==> config.mk <==
export PLATFORM = sky130hd
export DESIGN_NAME = pdc_ctrl
export DESIGN_NICKNAME = d
export VERILOG_FILES = /design/src/sv/pdc_pkg.sv /design/src/sv/pdc_ctrl.sv
export SDC_FILE = /design/constraint.sdc
export NUM_CORES = 1
export LEC_CHECK = 0
export BUFFER_PORTS_ARGS = -buffer_cell sky130_fd_sc_hd__buf_2
export CORE_UTILIZATION = 45
export CTS_BUF_LIST = sky130_fd_sc_hd__clkbuf_16
export DETAILED_ROUTE_END_ITERATION = 10
export PLACE_DENSITY = 0.81
export SETUP_SLACK_MARGIN = 0.4
export SLEW_MARGIN = 20
export SYNTH_ARGS = -nofsm -noshare
export SYNTH_HDL_FRONTEND = slang
export SYNTH_SLANG_ARGS = --single-unit
==> constraint.sdc <==
create_clock -name aclk -period 2.2 [get_ports aclk]
set_clock_uncertainty 0.2 [all_clocks]
set_input_delay 0 -clock aclk [delete_from_list [all_inputs] [get_ports aclk]]
set_output_delay 0 -clock aclk [all_outputs]
set_load 0.1 [all_outputs]
==> src/sv/pdc_pkg.sv <==
// ----------------------------------------------------------------------------
// pdc_pkg
// Shared codes, constants, control structs and slice functions of the
// probabilistic distinct counter.
// ----------------------------------------------------------------------------
package pdc_pkg;

    // Request command codes
    localparam logic [1:0] CMD_ADD      = 2'd0;
    localparam logic [1:0] CMD_ESTIMATE = 2'd1;
    localparam logic [1:0] CMD_CLEAR    = 2'd2;

    // Configuration register indexes
    localparam logic CFG_SLICE_LOG2 = 1'b0;
    localparam logic CFG_SALT_COUNT = 1'b1;

    localparam int DIGEST_BYTES = 16;
    localparam int DIGEST_BITS  = DIGEST_BYTES * 8;
    localparam int EST_W        = 48;
    localparam int MEAN_W       = 16;

    localparam logic [2:0]  SLICE_LOG2_MAX = 3'd4;
    localparam logic [7:0]  IP_SAT         = 8'd48;
    localparam logic [6:0]  SCALE_SHIFT    = 7'd60;
    localparam logic [31:0] Q30_ONE        = 32'h4000_0000;
    localparam logic [63:0] Q30_HALF       = 64'h0000_0000_2000_0000;
    localparam logic [31:0] INV_FM_Q30     = 32'd1388142137;

    // Q30 values of 2^(2^(b-8)) for fraction bit b
    localparam logic [31:0] ROOT_Q30 [8] = '{
        32'd1076653033, 32'd1079572136, 32'd1085434106, 32'd1097253708,
        32'd1121280436, 32'd1170923762, 32'd1276901417, 32'd1518500250
    };

    // Controller to datapath commands
    typedef struct packed {
        logic load_req;
        logic rd_en;
        logic rd_sel_ctr;
        logic wr_en;
        logic clr_valid;
        logic est_init;
        logic mask_en;
        logic pop_en;
        logic sum_en;
        logic div_start;
        logic exp_step;
        logic scale_en;
        logic out_load;
    } pdc_cmd_t;

    // Datapath to controller status
    typedef struct packed {
        logic [1:0] command;
        logic       salt_ok;
        logic       last_salt;
        logic       div_done;
        logic       exp_last;
        logic       out_free;
    } pdc_status_t;

    // Isolate the lowest set bit of the digest within each slice
    function automatic logic [DIGEST_BITS-1:0] slice_low_bits(
        input logic [DIGEST_BITS-1:0] d,
        input logic [2:0]             lg
    );
        logic [DIGEST_BITS-1:0] r;
        r = '0;
        unique case (lg)
            3'd0: begin
                for (int s = 0; s < 16; s++)
                    r[s*8 +: 8] = d[s*8 +: 8] & (~d[s*8 +: 8] + 8'd1);
            end
            3'd1: begin
                for (int s = 0; s < 8; s++)
                    r[s*16 +: 16] = d[s*16 +: 16] & (~d[s*16 +: 16] + 16'd1);
            end
            3'd2: begin
                for (int s = 0; s < 4; s++)
                    r[s*32 +: 32] = d[s*32 +: 32] & (~d[s*32 +: 32] + 32'd1);
            end
            3'd3: begin
                for (int s = 0; s < 2; s++)
                    r[s*64 +: 64] = d[s*64 +: 64] & (~d[s*64 +: 64] + 64'd1);
            end
            default: begin
                r = d & (~d + 128'd1);
            end
        endcase
        return r;
    endfunction

    // Mask of the run of ones below the lowest zero within each slice
    function automatic logic [DIGEST_BITS-1:0] slice_run_mask(
        input logic [DIGEST_BITS-1:0] b,
        input logic [2:0]             lg
    );
        logic [DIGEST_BITS-1:0] r;
        r = '0;
        unique case (lg)
            3'd0: begin
                for (int s = 0; s < 16; s++)
                    r[s*8 +: 8] = b[s*8 +: 8] & ~(b[s*8 +: 8] + 8'd1);
            end
            3'd1: begin
                for (int s = 0; s < 8; s++)
                    r[s*16 +: 16] = b[s*16 +: 16] & ~(b[s*16 +: 16] + 16'd1);
            end
            3'd2: begin
                for (int s = 0; s < 4; s++)
                    r[s*32 +: 32] = b[s*32 +: 32] & ~(b[s*32 +: 32] + 32'd1);
            end
            3'd3: begin
                for (int s = 0; s < 2; s++)
                    r[s*64 +: 64] = b[s*64 +: 64] & ~(b[s*64 +: 64] + 64'd1);
            end
            default: begin
                r = b & ~(b + 128'd1);
            end
        endcase
        return r;
    endfunction

    // Count ones in a byte
    function automatic logic [3:0] pop8(input logic [7:0] b);
        logic [3:0] c;
        c = '0;
        for (int i = 0; i < 8; i++) c = c + 4'(b[i]);
        return c;
    endfunction

    // Add sixteen 4-bit byte counts through a four-level tree
    function automatic logic [7:0] sum_bytes(input logic [63:0] cnt);
        logic [4:0] l1 [8];
        logic [5:0] l2 [4];
        logic [6:0] l3 [2];
        for (int i = 0; i < 8; i++)
            l1[i] = 5'(cnt[i*8 +: 4]) + 5'(cnt[i*8+4 +: 4]);
        for (int i = 0; i < 4; i++)
            l2[i] = 6'(l1[2*i]) + 6'(l1[2*i+1]);
        for (int i = 0; i < 2; i++)
            l3[i] = 7'(l2[2*i]) + 7'(l2[2*i+1]);
        return 8'(l3[0]) + 8'(l3[1]);
    endfunction

endpackage

==> src/sv/pdc_ctrl.sv <==
// ----------------------------------------------------------------------------
// pdc_ctrl
// Sequencer of the distinct counter: decodes requests and steps the
// datapath through add, clear and estimate.
// ----------------------------------------------------------------------------
module pdc_ctrl (
    input  logic                 aclk,
    input  logic                 aresetn,
    input  logic                 s_valid,
    output logic                 s_ready,
    output pdc_pkg::pdc_cmd_t    cmd,
    input  pdc_pkg::pdc_status_t status
);
    import pdc_pkg::*;

    typedef enum logic [11:0] {
        ST_IDLE      = 12'b0000_0000_0001,
        ST_DECODE    = 12'b0000_0000_0010,
        ST_ADD_WRITE = 12'b0000_0000_0100,
        ST_EST_READ  = 12'b0000_0000_1000,
        ST_EST_MASK  = 12'b0000_0001_0000,
        ST_EST_POP   = 12'b0000_0010_0000,
        ST_EST_SUM   = 12'b0000_0100_0000,
        ST_DIV_START = 12'b0000_1000_0000,
        ST_DIV_WAIT  = 12'b0001_0000_0000,
        ST_EXP       = 12'b0010_0000_0000,
        ST_SCALE     = 12'b0100_0000_0000,
        ST_DELIVER   = 12'b1000_0000_0000
    } state_t;

    state_t state_reg;
    state_t state_next;

    // Advance the state
    always_ff @(posedge aclk) begin
        if (!aresetn) begin
            state_reg <= ST_IDLE;
        end else begin
            state_reg <= state_next;
        end
    end

    // Next state and datapath commands
    always_comb begin
        state_next = state_reg;
        cmd        = '0;
        s_ready    = 1'b0;
        unique case (state_reg)
            ST_IDLE: begin
                s_ready = 1'b1;
                if (s_valid) begin
                    cmd.load_req = 1'b1;
                    state_next   = ST_DECODE;
                end
            end
            ST_DECODE: begin
                unique case (status.command)
                    CMD_ADD: begin
                        if (status.salt_ok) begin
                            cmd.rd_en  = 1'b1;
                            state_next = ST_ADD_WRITE;
                        end else begin
                            state_next = ST_IDLE;
                        end
                    end
                    CMD_ESTIMATE: begin
                        cmd.est_init = 1'b1;
                        state_next   = ST_EST_READ;
                    end
                    CMD_CLEAR: begin
                        cmd.clr_valid = 1'b1;
                        state_next    = ST_IDLE;
                    end
                    default: begin
                        state_next = ST_IDLE;
                    end
                endcase
            end
            ST_ADD_WRITE: begin
                cmd.wr_en  = 1'b1;
                state_next = ST_IDLE;
            end
            ST_EST_READ: begin
                cmd.rd_en      = 1'b1;
                cmd.rd_sel_ctr = 1'b1;
                state_next     = ST_EST_MASK;
            end
            ST_EST_MASK: begin
                cmd.mask_en = 1'b1;
                state_next  = ST_EST_POP;
            end
            ST_EST_POP: begin
                cmd.pop_en = 1'b1;
                state_next = ST_EST_SUM;
            end
            ST_EST_SUM: begin
                cmd.sum_en = 1'b1;
                state_next = status.last_salt ? ST_DIV_START : ST_EST_READ;
            end
            ST_DIV_START: begin
                cmd.div_start = 1'b1;
                state_next    = ST_DIV_WAIT;
            end
            ST_DIV_WAIT: begin
                if (status.div_done) begin
                    state_next = ST_EXP;
                end
            end
            ST_EXP: begin
                cmd.exp_step = 1'b1;
                if (status.exp_last) begin
                    state_next = ST_SCALE;
                end
            end
            ST_SCALE: begin
                cmd.scale_en = 1'b1;
                state_next   = ST_DELIVER;
            end
            ST_DELIVER: begin
                // Hold until the output register can take the result
                if (status.out_free) begin
                    cmd.out_load = 1'b1;
                    state_next   = ST_IDLE;
                end
            end
            default: begin
                state_next = ST_IDLE;
            end
        endcase
    end

endmodule
==> results of run 1 <==
Yosys cell counts, types with 2 or more instances:
cell type,n
nor3_1,8
nor2_1,13
and3_1,3
nor4b_1,4
nand2b_1,2
nand2_1,6
dfxtp_1,12
inv_1,4
nor3b_1,3
nand3_1,4
or4_4,2
nor4_2,2
buf_2,2
and2_1,2
repair_timing:
item | 4_1_cts
hold buffers | 5
pin swaps | 13
endpoints found under the hold margin | 8
setup endpoints to repair | 26
buffers inserted | 20
gates resized for setup | 37
kinds of logic after synthesis:
kind of cell	Yosys count
DFF	12
and+or+nand+nor	62
AOI/OAI and AO/OA	13
buffers and inverters	7
muxes	1
xor gates and xnor gates	1
metrics by stage:
step                setup WS (ns)  hold slack [ns]  utilization [%]  area (um^2)  TNS (ns)
CTS                       0.00993            0.111             96.8         1650         0
detailed placement         0.0641           0.0456             72.7         1240         0
global placement            0.111           0.0410             72.7         1240         0
floorplan                  -0.625          -0.0864                -          922     -3.03
==> metrics.yaml, run 1 <==
run_status:
  status: "aborted with a tool error"
  lastStage: "5_1_grt"
  error: "[ERROR DPL-0038] Utilization greater than 100%, impossible to legalize"
synthesis:
  yosysSeqAreaShare_pct: 29.5
  synth.distinct_cells: 43
  synth_nets: 106
  synth_top_family_by_area: "simple AND/OR/NAND/NOR gates"
  yosys_register_bits: 12
  async_flop_share_pct: 0
  syn_avg_cell_area_um2: 8.48
  synthCells: 96
  yosysTopAreaCell: "dfxtp_1"
  synth-xor-area-share_pct: 1.08
  synthesis.area_um2: 815
  netlist_top_cells_area: "dfxtp_1 29%, nor2_1 6.0%, nor3_1 4.9%, nor4b_1 4.3%, nor4_2 3.1%"
  synth_ff_type: "dfxtp_1"
  synthSimpleGateAreaFrac_pct: 50.1
  muxShareOfSynthArea_pct: 1.23
  synth_compound_area_share_pct: 13.4
  synth_edf_count: 0
  synth_warnings: 0
  yosys.area.top_type_share_pct: 29.5
  yosys.area_share.adder_pct: 0
clocking:
  ctsLongestPathBuffers: 2
  h-tree-depth: 1
  cts_sinks: 12
  cts_inserted_buffers: 3
  cts_root_buf: "clkbuf_16"
sta:
  worst-ep-kind: "primary output"
  grt-worst-endpoint: "cmd[4]"
placement:
  port_buffers: 23
  gp_congestion: 0.902
  dp_hpwl_um: 1750
  dp.cells: 148
floorplan:
  die_y_um: 44.5
  start_util_pct: 47.7
  die_x_um: 44.5
  rows: 15
  io_pins: 24
grt:
  grt_max_degree: 12
==> inputs of run 2 (changes only) <==
- CORE_AREA: default -> 2 2 63 65
- CORE_UTILIZATION: 45 -> default
- CTS_BUF_LIST: sky130_fd_sc_hd__clkbuf_16 -> default
- DIE_AREA: default -> 0 0 65 67
- PLACE_DENSITY: 0.81 -> default
- PLACE_DENSITY_LB_ADDON: default -> 0.15
- SETUP_SLACK_MARGIN: 0.4 -> default
- clock period: 2.2 -> 2.9 ns (I/O delays scaled with it)
==> run 2 against run 1 <==
Effect of this change:
- the run now ends clean
- synthesized cell count unchanged
- area after synthesis unchanged
==> metrics.yaml, run 2 <==
cells_and_area:
  layout.area.seq_um2: 240
  final_nets: 137
  syn2layout_area_growth_pct: 34.4
  layout-drive-gt1-share_pct: 35.2
  largest_reg_flops: 12
  num_antenna_cells: 0
  mostFrequentLayoutCell: "buf_2"
  final_cell_mix: "23 x buf_2, 12 x nor2_1, 12 x dfxtp_1"
  multi_input_area_um2: 563
  final.fill_count: 393
  post-route-util_pct: 30.4
clocking:
  h-tree-depth: 1  # unchanged
  ctsHoldBuffers: 6  # +1
  cts_root_buf: "clkbuf_8"
  cts_sinks: 12  # unchanged
  clk_latency_ns: 0.25
  cts_setup_buffers: 0  # -100%
  clk_pin_slew_ns: 0.05
  ctsLongestPathBuffers: 2  # unchanged
  cts.repair.resized: 0  # -100%
  cts_tree: "done"
  cts_inserted_buffers: 3  # unchanged
route:
  drcViolationCount: 0
  drt_wl_total_um: 2240
  wl_per_cell_um: 12.9
  drt_pass1_iterations: 4
  drt_iter0_drc: 31
  antenna_violating_nets_post_route: 0
  routed-via-count: 825
  avgViaCountPerCell: 4.77
grt:
  grt-ovfl-total: 0
  grt_pass1_vias: 760
  grt.total_usage_pct: 11.2
  antenna_found_initial: 0
  grt_pass1_wl_um: 3560
  grt_max_degree: 12
power:
  power_density_nw_per_um2: 517
  cellLeakagePower_nw: 0.467
  vdd_drop_max_v: 0.000114
  power_mw: 0.566
sta:
  drv_slew: 0
  setup_viol: 0
  fmax_mhz: 388
  max_slew_margin_pct: 67.5
  fin_tns_setup_ns: 0
  grt_setup_unrepaired: "false"
  hold_violations: 0
  min_period_ns: 2.58
  worst_pin_slew_ns: 0.491
  fin_ws_ns: 0.323
  period_share_pct: 88.9
placement:
  dpl_worst_slack_ns: 0.570  # +0.506 ns
  dp_hpwl_um: 1700  # -2.8%
  gp_congestion: 0.764  # -15%
  port_buffers: 23  # unchanged
synthesis:
  synth.distinct_cells: 43  # unchanged
  netlist_top_cells_area: "dfxtp_1 29%, nor2_1 6.0%, nor3_1 4.9%, nor4b_1 4.3%, nor4_2 3.1%"
  yosys.area.top_type_share_pct: 29.5  # unchanged
  synthesis.area_um2: 815  # unchanged
  syn_avg_cell_area_um2: 8.48  # unchanged
  yosysSeqAreaShare_pct: 29.5  # unchanged
  synth_warnings: 0  # unchanged
  yosys_register_bits: 12  # unchanged
  synthCells: 96  # unchanged
  synth_nets: 106  # unchanged
  yosysTopAreaCell: "dfxtp_1"
  synth_ff_type: "dfxtp_1"
  synth_edf_count: 0  # unchanged
  synth_most_common_cell: "nor2_1"
  async_flop_share_pct: 0  # unchanged
  netlist_top_cells_count: "13 x nor2_1, 12 x dfxtp_1, 8 x nor3_1"
setup_path:
  crit_slowest_cell: "or4_4"
  slowest_delay_ns: 0.62
  cp-end-kind: "primary output"
  crit_fanout: 11
  cp.arrival_ns: 2.38
  crit_required_ns: 2.70
  crit_type: "flip-flop to primary output"
  cp_cell_sequence: "or4_4 > nor3_4 > nand2_2 > nor4_4 > buf_2"
  start_kind: "flip-flop"
hold_path:
  hp-class: "primary input to flip-flop"
flow_run:
  maxCapViolations: 0
floorplan:
  die_x_um: 65  # +46%
  die-area_um2: 4360
  coreArea_um2: 3610
  die_y_um: 67  # +50%
  rows: 22  # +7
  start_util_pct: 22.6  # -25 points
  io_pins: 24  # unchanged
run_status:
  status: "complete, no violations"
## run 2: cell counts after synthesis
No cell type changed its count.
## run 2: critical path: cells and delay by family (launching register included)
| family | cells | cell delay, ns |
|---|---|---|
| buffers and inverters | 1 | 0.47 |
| DFF | 1 | 0.41 |
| and+or+nand+nor | 4 | 1.25 |
## run 2: path summary, 6_finish.rpt
kind / start / to / slack, ns / cells after the start
min reg2reg: state_reg[10] / state_reg[11] / 0.42 / 2
max: state_reg[9] / cmd[3] / 0.32 / 5
min: status[5] / state_reg[3] / 0.03 / 3
max reg2reg: state_reg[9] / state_reg[7] / 0.35 / 6
## run 2: per-layer routing
layer	part of all wire (%)	global-route usage, %	vias to the layer above
met5	0	0	-
met4	3.3	7.98	0
met3	4.6	2.20	5
met2	46	16.9	23
met1	46	14.1	383
li1	-	-	414
## run 2: area by class of cell
cell class	instances	share of cell area (%)
Sequential cell	12	21.9
Tap cell	48	5.49
Clock buffer	3	3.77
Timing Repair Buffer	29	16.0
Inverter	4	1.37
Multi-Input combinational cell	77	51.4
## run 2: report_power, final
part           total (mW)  internal (mW)  switching (mW)  leakage, nW
combinational       0.223         0.0730           0.150        0.348
clock               0.156         0.0918          0.0645       0.0216
sequential          0.187          0.173          0.0135       0.0972
total               0.566          0.338           0.228        0.467
## run 2: logic make-up after synthesis
| family | count (synthesis) | synth area share, % |
|---|---|---|
| XOR/XNOR | 1 | 1.08 |
| flip-flops | 12 | 29.5 |
| multiplexers | 1 | 1.23 |
| AO/OA/AOI/OAI | 13 | 13.4 |
| buffers and inverters | 7 | 4.76 |
| AND/OR/NAND/NOR | 62 | 50.1 |
## run 2: through the flow
stage               cell area, um^2  std cells  hold slack (ns)
floorplan                       842         96          -0.0862
global placement                993        164           0.0429
detailed placement              993        164           0.0527
CTS                            1090        173           0.0263
global route                   1090        173           0.0655
finish                         1090        173           0.0306
Note: power is estimated with default switching activity, not from simulation.
==> inputs of run 3 (changes only) <==
- ABC_CLOCK_PERIOD_IN_PS: default -> 2900
- CORE_AREA: 2 2 63 65 -> 4 4 65 67
- DIE_AREA: 0 0 65 67 -> 0 0 69 71
==> run 3 against run 2 <==
Effect of this change:
- sequential share of layout area did not move
- sequential cell count unchanged
- via count down 2.3%
- die area increased by 12%
- fmax is essentially flat
- register-to-register slack is essentially flat
- routed wire length shrank 2.1%
- cell area unchanged
- critical endpoint unchanged
- largest cell class unchanged
- largest power group unchanged
==> metrics.yaml, run 3 (same netlist as run 2, synthesis figures left out) <==
sta:
  hold_violations: 0  # unchanged
  period_share_pct: 88.8  # about the same
  fin_ws_ns: 0.325  # +0.00222 ns
  drv_slew: 0  # unchanged
  setup_viol: 0  # unchanged
  worst_pin_slew_ns: 0.491  # +0.0000916 ns
  grt_setup_unrepaired: "false"
  max_slew_margin_pct: 67.5  # about the same
  fmax_mhz: 388  # about the same
  fin_tns_setup_ns: 0  # unchanged
  min_period_ns: 2.58  # -0.00222 ns
cells_and_area:
  layout-drive-gt1-share_pct: 35.2  # unchanged
  final_cell_mix: "23 x buf_2, 12 x nor2_1, 12 x dfxtp_1"
  final_area_um2: 1090  # unchanged
  syn2layout_area_growth_pct: 34.4  # unchanged
  layout.area.seq_um2: 240  # unchanged
  final_nets: 137  # unchanged
  multi_input_area_um2: 563  # unchanged
  final.fill_count: 402  # +2.3%
  num_antenna_cells: 0  # unchanged
  post-route-util_pct: 30.1  # -0.23 points
  largest_reg_flops: 12  # unchanged
  mostFrequentLayoutCell: "buf_2"
power:
  vdd_drop_max_v: 0.000145  # +28%
  cellLeakagePower_nw: 0.467  # unchanged
  power_density_nw_per_um2: 511  # -1.3%
route:
  drcViolationCount: 0  # unchanged
  wl_per_cell_um: 12.6  # -2.1%
  drt_iter0_drc: 19  # -39%
  drt_pass1_iterations: 4  # unchanged
  routed-via-count: 806  # -2.3%
  avgViaCountPerCell: 4.66  # -2.3%
  drt_wl_total_um: 2190  # -2.1%
  antenna_violating_nets_post_route: 0  # unchanged
flow_run:
  maxCapViolations: 0  # unchanged
hold_path:
  hold_depth: 3  # unchanged
  worstHoldEndpoint: "state_reg[3]"
  hold_start: "status[5]"
  hp-class: "primary input to flip-flop"
floorplan:
  die_x_um: 69  # +6.2%
  die-area_um2: 4900  # +12%
  start_util_pct: 22.4  # -0.17 points
  rows: 22  # unchanged
  die_y_um: 71  # +6.0%
  io_pins: 24  # unchanged
  coreArea_um2: 3630  # +0.76%
setup_path:
  crit_fanout: 11  # unchanged
  crit_required_ns: 2.70  # about the same
  worst_path_dominant_cell_family: "simple AND/OR/NAND/NOR gates"
  r2r_end: "state_reg[7]"
  crit_type: "flip-flop to primary output"
  timing.critical_path.buf_inv: 1  # unchanged
  r2r_cells: 6  # unchanged
  cp-end-kind: "primary output"
  rrSetupSlack_ns: 0.35  # about the same
  cp_cell_sequence: "or4_4 > nor3_4 > nand2_2 > nor4_4 > buf_2"
  reg2reg_from: "state_reg[9]"
  crit_slowest_cell: "or4_4"
  slowest_delay_ns: 0.61  # about the same
  start_kind: "flip-flop"
  cp.arrival_ns: 2.38  # about the same
clocking:
  h-tree-depth: 1  # unchanged
  cts_inserted_buffers: 3  # unchanged
  cts_sinks: 12  # unchanged
  ctsLongestPathBuffers: 2  # unchanged
  clk_pin_slew_ns: 0.05  # about the same
  cts.repair.resized: 0  # unchanged
  cts_root_buf: "clkbuf_8"
  cts_tree: "done"
  clk_latency_ns: 0.24  # about the same
placement:
  port_buffers: 23  # unchanged
  placed_cell_area_um2: 993  # unchanged
  dpl_worst_slack_ns: 0.563  # -0.00715 ns
  dp_hpwl_um: 1750  # +2.8%
  gp_congestion: 0.766  # +0.20%
grt:
  grt.total_usage_pct: 8.73  # -2.4 points
  grt_max_degree: 12  # unchanged
  antenna_found_initial: 0  # unchanged
  grt-ovfl-total: 0  # unchanged
  grt_pass1_wl_um: 3530  # -0.98%
  grt_pass1_vias: 794  # +4.5%
run_status:
  status: "complete, no violations"
run 3: cell counts in the layout (fill, tap and decap cells not counted):
No cell type changed its count.
run 3: final cells by class:
class / instances / area share (%)
clock buffer: 3 / 3.77
inverter: 4 / 1.37
multi-input combinational: 77 / 51.4
sequential: 12 / 21.9
tap: 48 / 5.49
timing repair buffer: 29 / 16.0
run 3: worst max-delay path by stage:
stage | startpoint | endpoint | slack, ns | cells past startpoint
floorplan | state_reg[9] | state_reg[7] | -0.20 | 6
global placement | state_reg[9] | cmd[3] | 0.57 | 5
detailed placement | state_reg[9] | cmd[3] | 0.56 | 5
CTS | state_reg[9] | cmd[3] | 0.31 | 5
global route | state_reg[9] | cmd[3] | 0.25 | 5
finish | state_reg[9] | cmd[3] | 0.32 | 5
run 3: worst reg2reg max path, delay by kind of cell, from the launching register on:
| kind | cells | cell delay [ns] |
|---|---|---|
| buffers and inverters | 1 | 0.53 |
| and+or+nand+nor | 5 | 1.36 |
| DFF | 1 | 0.41 |
run 3: per-layer routing:
metal  vias to the layer above  wire [um]  part of all wire, %  GRT usage (%)
li1                        415          -                    -              -
met1                       374        993                   45           10.2
met2                        15       1090                   50           15.5
met3                         2         74                  3.4           1.99
met4                         0         25                  1.1           3.25
met5                         -          0                    0              0
run 3: where the power goes:
| part | internal [mW] | switching (mW) | leakage, nW | total (mW) |
|---|---|---|---|---|
| Sequential | 0.173 | 0.0140 | 0.0972 | 0.187 |
| Combinational | 0.0730 | 0.148 | 0.348 | 0.221 |
| Clock | 0.0914 | 0.0594 | 0.0216 | 0.151 |
run 3: timing repair:
action | in CTS | in global routing
setup buffers | 0 | 0
hold buffers | 6 | 0
hold endpoints to repair | 8 | 0
run 3: metrics by stage:
step	total power, mW	hold WS [ns]	cells
after floorplan	0.370	-0.0862	96
after global placement	0.410	0.0475	164
after detailed placement	0.408	0.0492	164
after CTS	0.561	0.0560	173
after global routing	0.584	0.0716	173
final	0.559	0.0466	173
==> inputs of run 4 (changes only) <==
- BUFFER_PORTS_ARGS: -buffer_cell sky130_fd_sc_hd__buf_2 -> default
- DONT_BUFFER_PORTS: default -> 1
==> run 4 against run 3 <==
Effect of this change:
- worst hold slack better by 0.065 ns
- utilization rose by 1.4 points
- cell area up 4.7%
- critical path type unchanged
==> metrics.yaml, run 4 (same netlist as run 2, synthesis figures left out) <==
setup_path:
  startpoint: "state_reg[9]"
  reg2reg_from: "state_reg[9]"
  crit_type: "flip-flop to primary output"
  crit_required_ns: 2.70  # about the same
  start_kind: "flip-flop"
  cp-end-kind: "primary output"
  cp.arrival_ns: 2.27  # -0.11 ns
  crit_fanout: 11  # unchanged
placement:
  gp_congestion: 0.790  # +3.2%
  port_buffers: 0  # -100%
  dp_hpwl_um: 1820  # +4.1%
  placed_cell_area_um2: 1020  # +3.1%
clocking:
  cts_inserted_buffers: 3  # unchanged
  clk_pin_slew_ns: 0.05  # about the same
  cts_sinks: 12  # unchanged
  ctsLongestPathBuffers: 2  # unchanged
  h-tree-depth: 1  # unchanged
  clk_latency_ns: 0.24  # about the same
  cts_root_buf: "clkbuf_8"
  cts_tree: "done"
run_status:
  status: "complete, no violations"
cells_and_area:
  final_area_um2: 1150  # +4.7%
  final_cell_mix: "14 x buf_4, 12 x dfxtp_1, 11 x nor2_1, 8 x dlygate4sd3_1"
  num_antenna_cells: 0  # unchanged
  multi_input_area_um2: 584  # +3.8%
  final_nets: 131  # -4.4%
  largest_reg_flops: 12  # unchanged
  mostFrequentLayoutCell: "buf_4"
  syn2layout_area_growth_pct: 40.7
  layout.area.seq_um2: 240  # unchanged
  final.fill_count: 399  # -0.75%
  layout-drive-gt1-share_pct: 31.1  # -4.1 points
floorplan:
  rows: 22  # unchanged
  die_x_um: 69  # unchanged
  io_pins: 24  # unchanged
  start_util_pct: 22.4  # unchanged
  coreArea_um2: 3630  # unchanged
  die_y_um: 71  # unchanged
  die-area_um2: 4900  # unchanged
route:
  antenna_violating_nets_post_route: 0  # unchanged
  drt_wl_total_um: 2350  # +7.3%
  wl_per_cell_um: 14.1  # +11%
  drt_iter0_drc: 23  # +4
  avgViaCountPerCell: 4.96  # +6.5%
  routed-via-count: 829  # +2.9%
  drt_pass1_iterations: 4  # unchanged
  drcViolationCount: 0  # unchanged
sta:
  min_period_ns: 2.47  # -0.102 ns
  max_slew_margin_pct: 71.4  # +3.9 points
  setup_viol: 0  # unchanged
  grt_setup_unrepaired: "false"
  drv_slew: 0  # unchanged
  worst_pin_slew_ns: 0.428  # -0.0623 ns
  fmax_mhz: 404  # +4.1%
  hold_violations: 0  # unchanged
  period_share_pct: 85.3  # -3.5 points
power:
  power_density_nw_per_um2: 509  # -0.32%
  cellLeakagePower_nw: 0.450  # -3.6%
  power_mw: 0.583  # +4.4%
  vdd_drop_max_v: 0.000139  # -4.1%
grt:
  grt_pass1_vias: 833  # +4.9%
  grt-ovfl-total: 0  # unchanged
  grt_max_degree: 12  # unchanged
  grt.total_usage_pct: 10.0  # +1.3 points
  antenna_found_initial: 0  # unchanged
  grt_pass1_wl_um: 3990  # +13%
flow_run:
  maxCapViolations: 0  # unchanged
hold_path:
  hp-class: "primary input to primary output"
  hold_start: "s_valid"
run 4: changes by cell type in the layout (fill, tap and decap cells not counted), moves of 2 or more:
cell and change:
buf_2 -23, buf_4 +14, dlygate4sd3_1 +2, nor3_2 -2
nor3_4 +2
run 4: timing repair:
item                                   in CTS  in global routing
endpoints found under the hold margin      12                  0
setup buffers                               0                  0
resized for setup                           0                  0
hold buffers                                8                  0
run 4: area by class of cell:
class / instances / area share, %
inverters: 4 / 1.31
flip-flops and latches: 12 / 21.0
repair buffers: 23 / 17.9
clock buffers: 3 / 3.60
well taps: 48 / 5.24
multi-input cells: 77 / 51.0
run 4: where the power goes:
group | total, mW | leakage, nW | switching [mW] | internal [mW]
sequential | 0.186 | 0.0972 | 0.0134 | 0.173
combinational | 0.243 | 0.331 | 0.156 | 0.0867
clock | 0.154 | 0.0216 | 0.0627 | 0.0917
total | 0.583 | 0.450 | 0.232 | 0.351
run 4: per-stage QoR:
stage,std cells,hold WS [ns],setup WS (ns),util (%),setup TNS [ns]
after floorplan,96,-0.0862,-0.199,-,-0.222
after global placement,156,-0.0566,0.610,28.2,0
after detailed placement,156,-0.0782,0.599,28.2,0
after CTS,167,0.114,0.411,31.5,0
after global routing,167,0.124,0.285,31.5,0
final,167,0.112,0.427,31.5,0
run 4: worst max-delay path, stage by stage (launching register included):
cell and delay (ns):
dfxtp_1 0.41, or4_4 0.62, nor3_4 0.18, nand2_2 0.20, nor4_4 0.28, buf_4 0.34
run 4: per-layer routing:
metal / GRT usage [%] / wire (um) / part of all wire, %
met1: 11.5 / 1050 / 45
met2: 17.5 / 1150 / 49
met3: 1.85 / 90 / 3.8
met4: 5.86 / 56 / 2.4
met5: 0 / 0 / 0
run 4: path summary, 6_finish.rpt:
path | end | slack (ns) | cells after the start
worst min register to register | state_reg[4] | 0.41 | 2
worst max-delay path | cmd[3] | 0.43 | 5
worst min-delay path | cmd[12] | 0.11 | 2
worst max register to register | state_reg[3] | 0.59 | 5
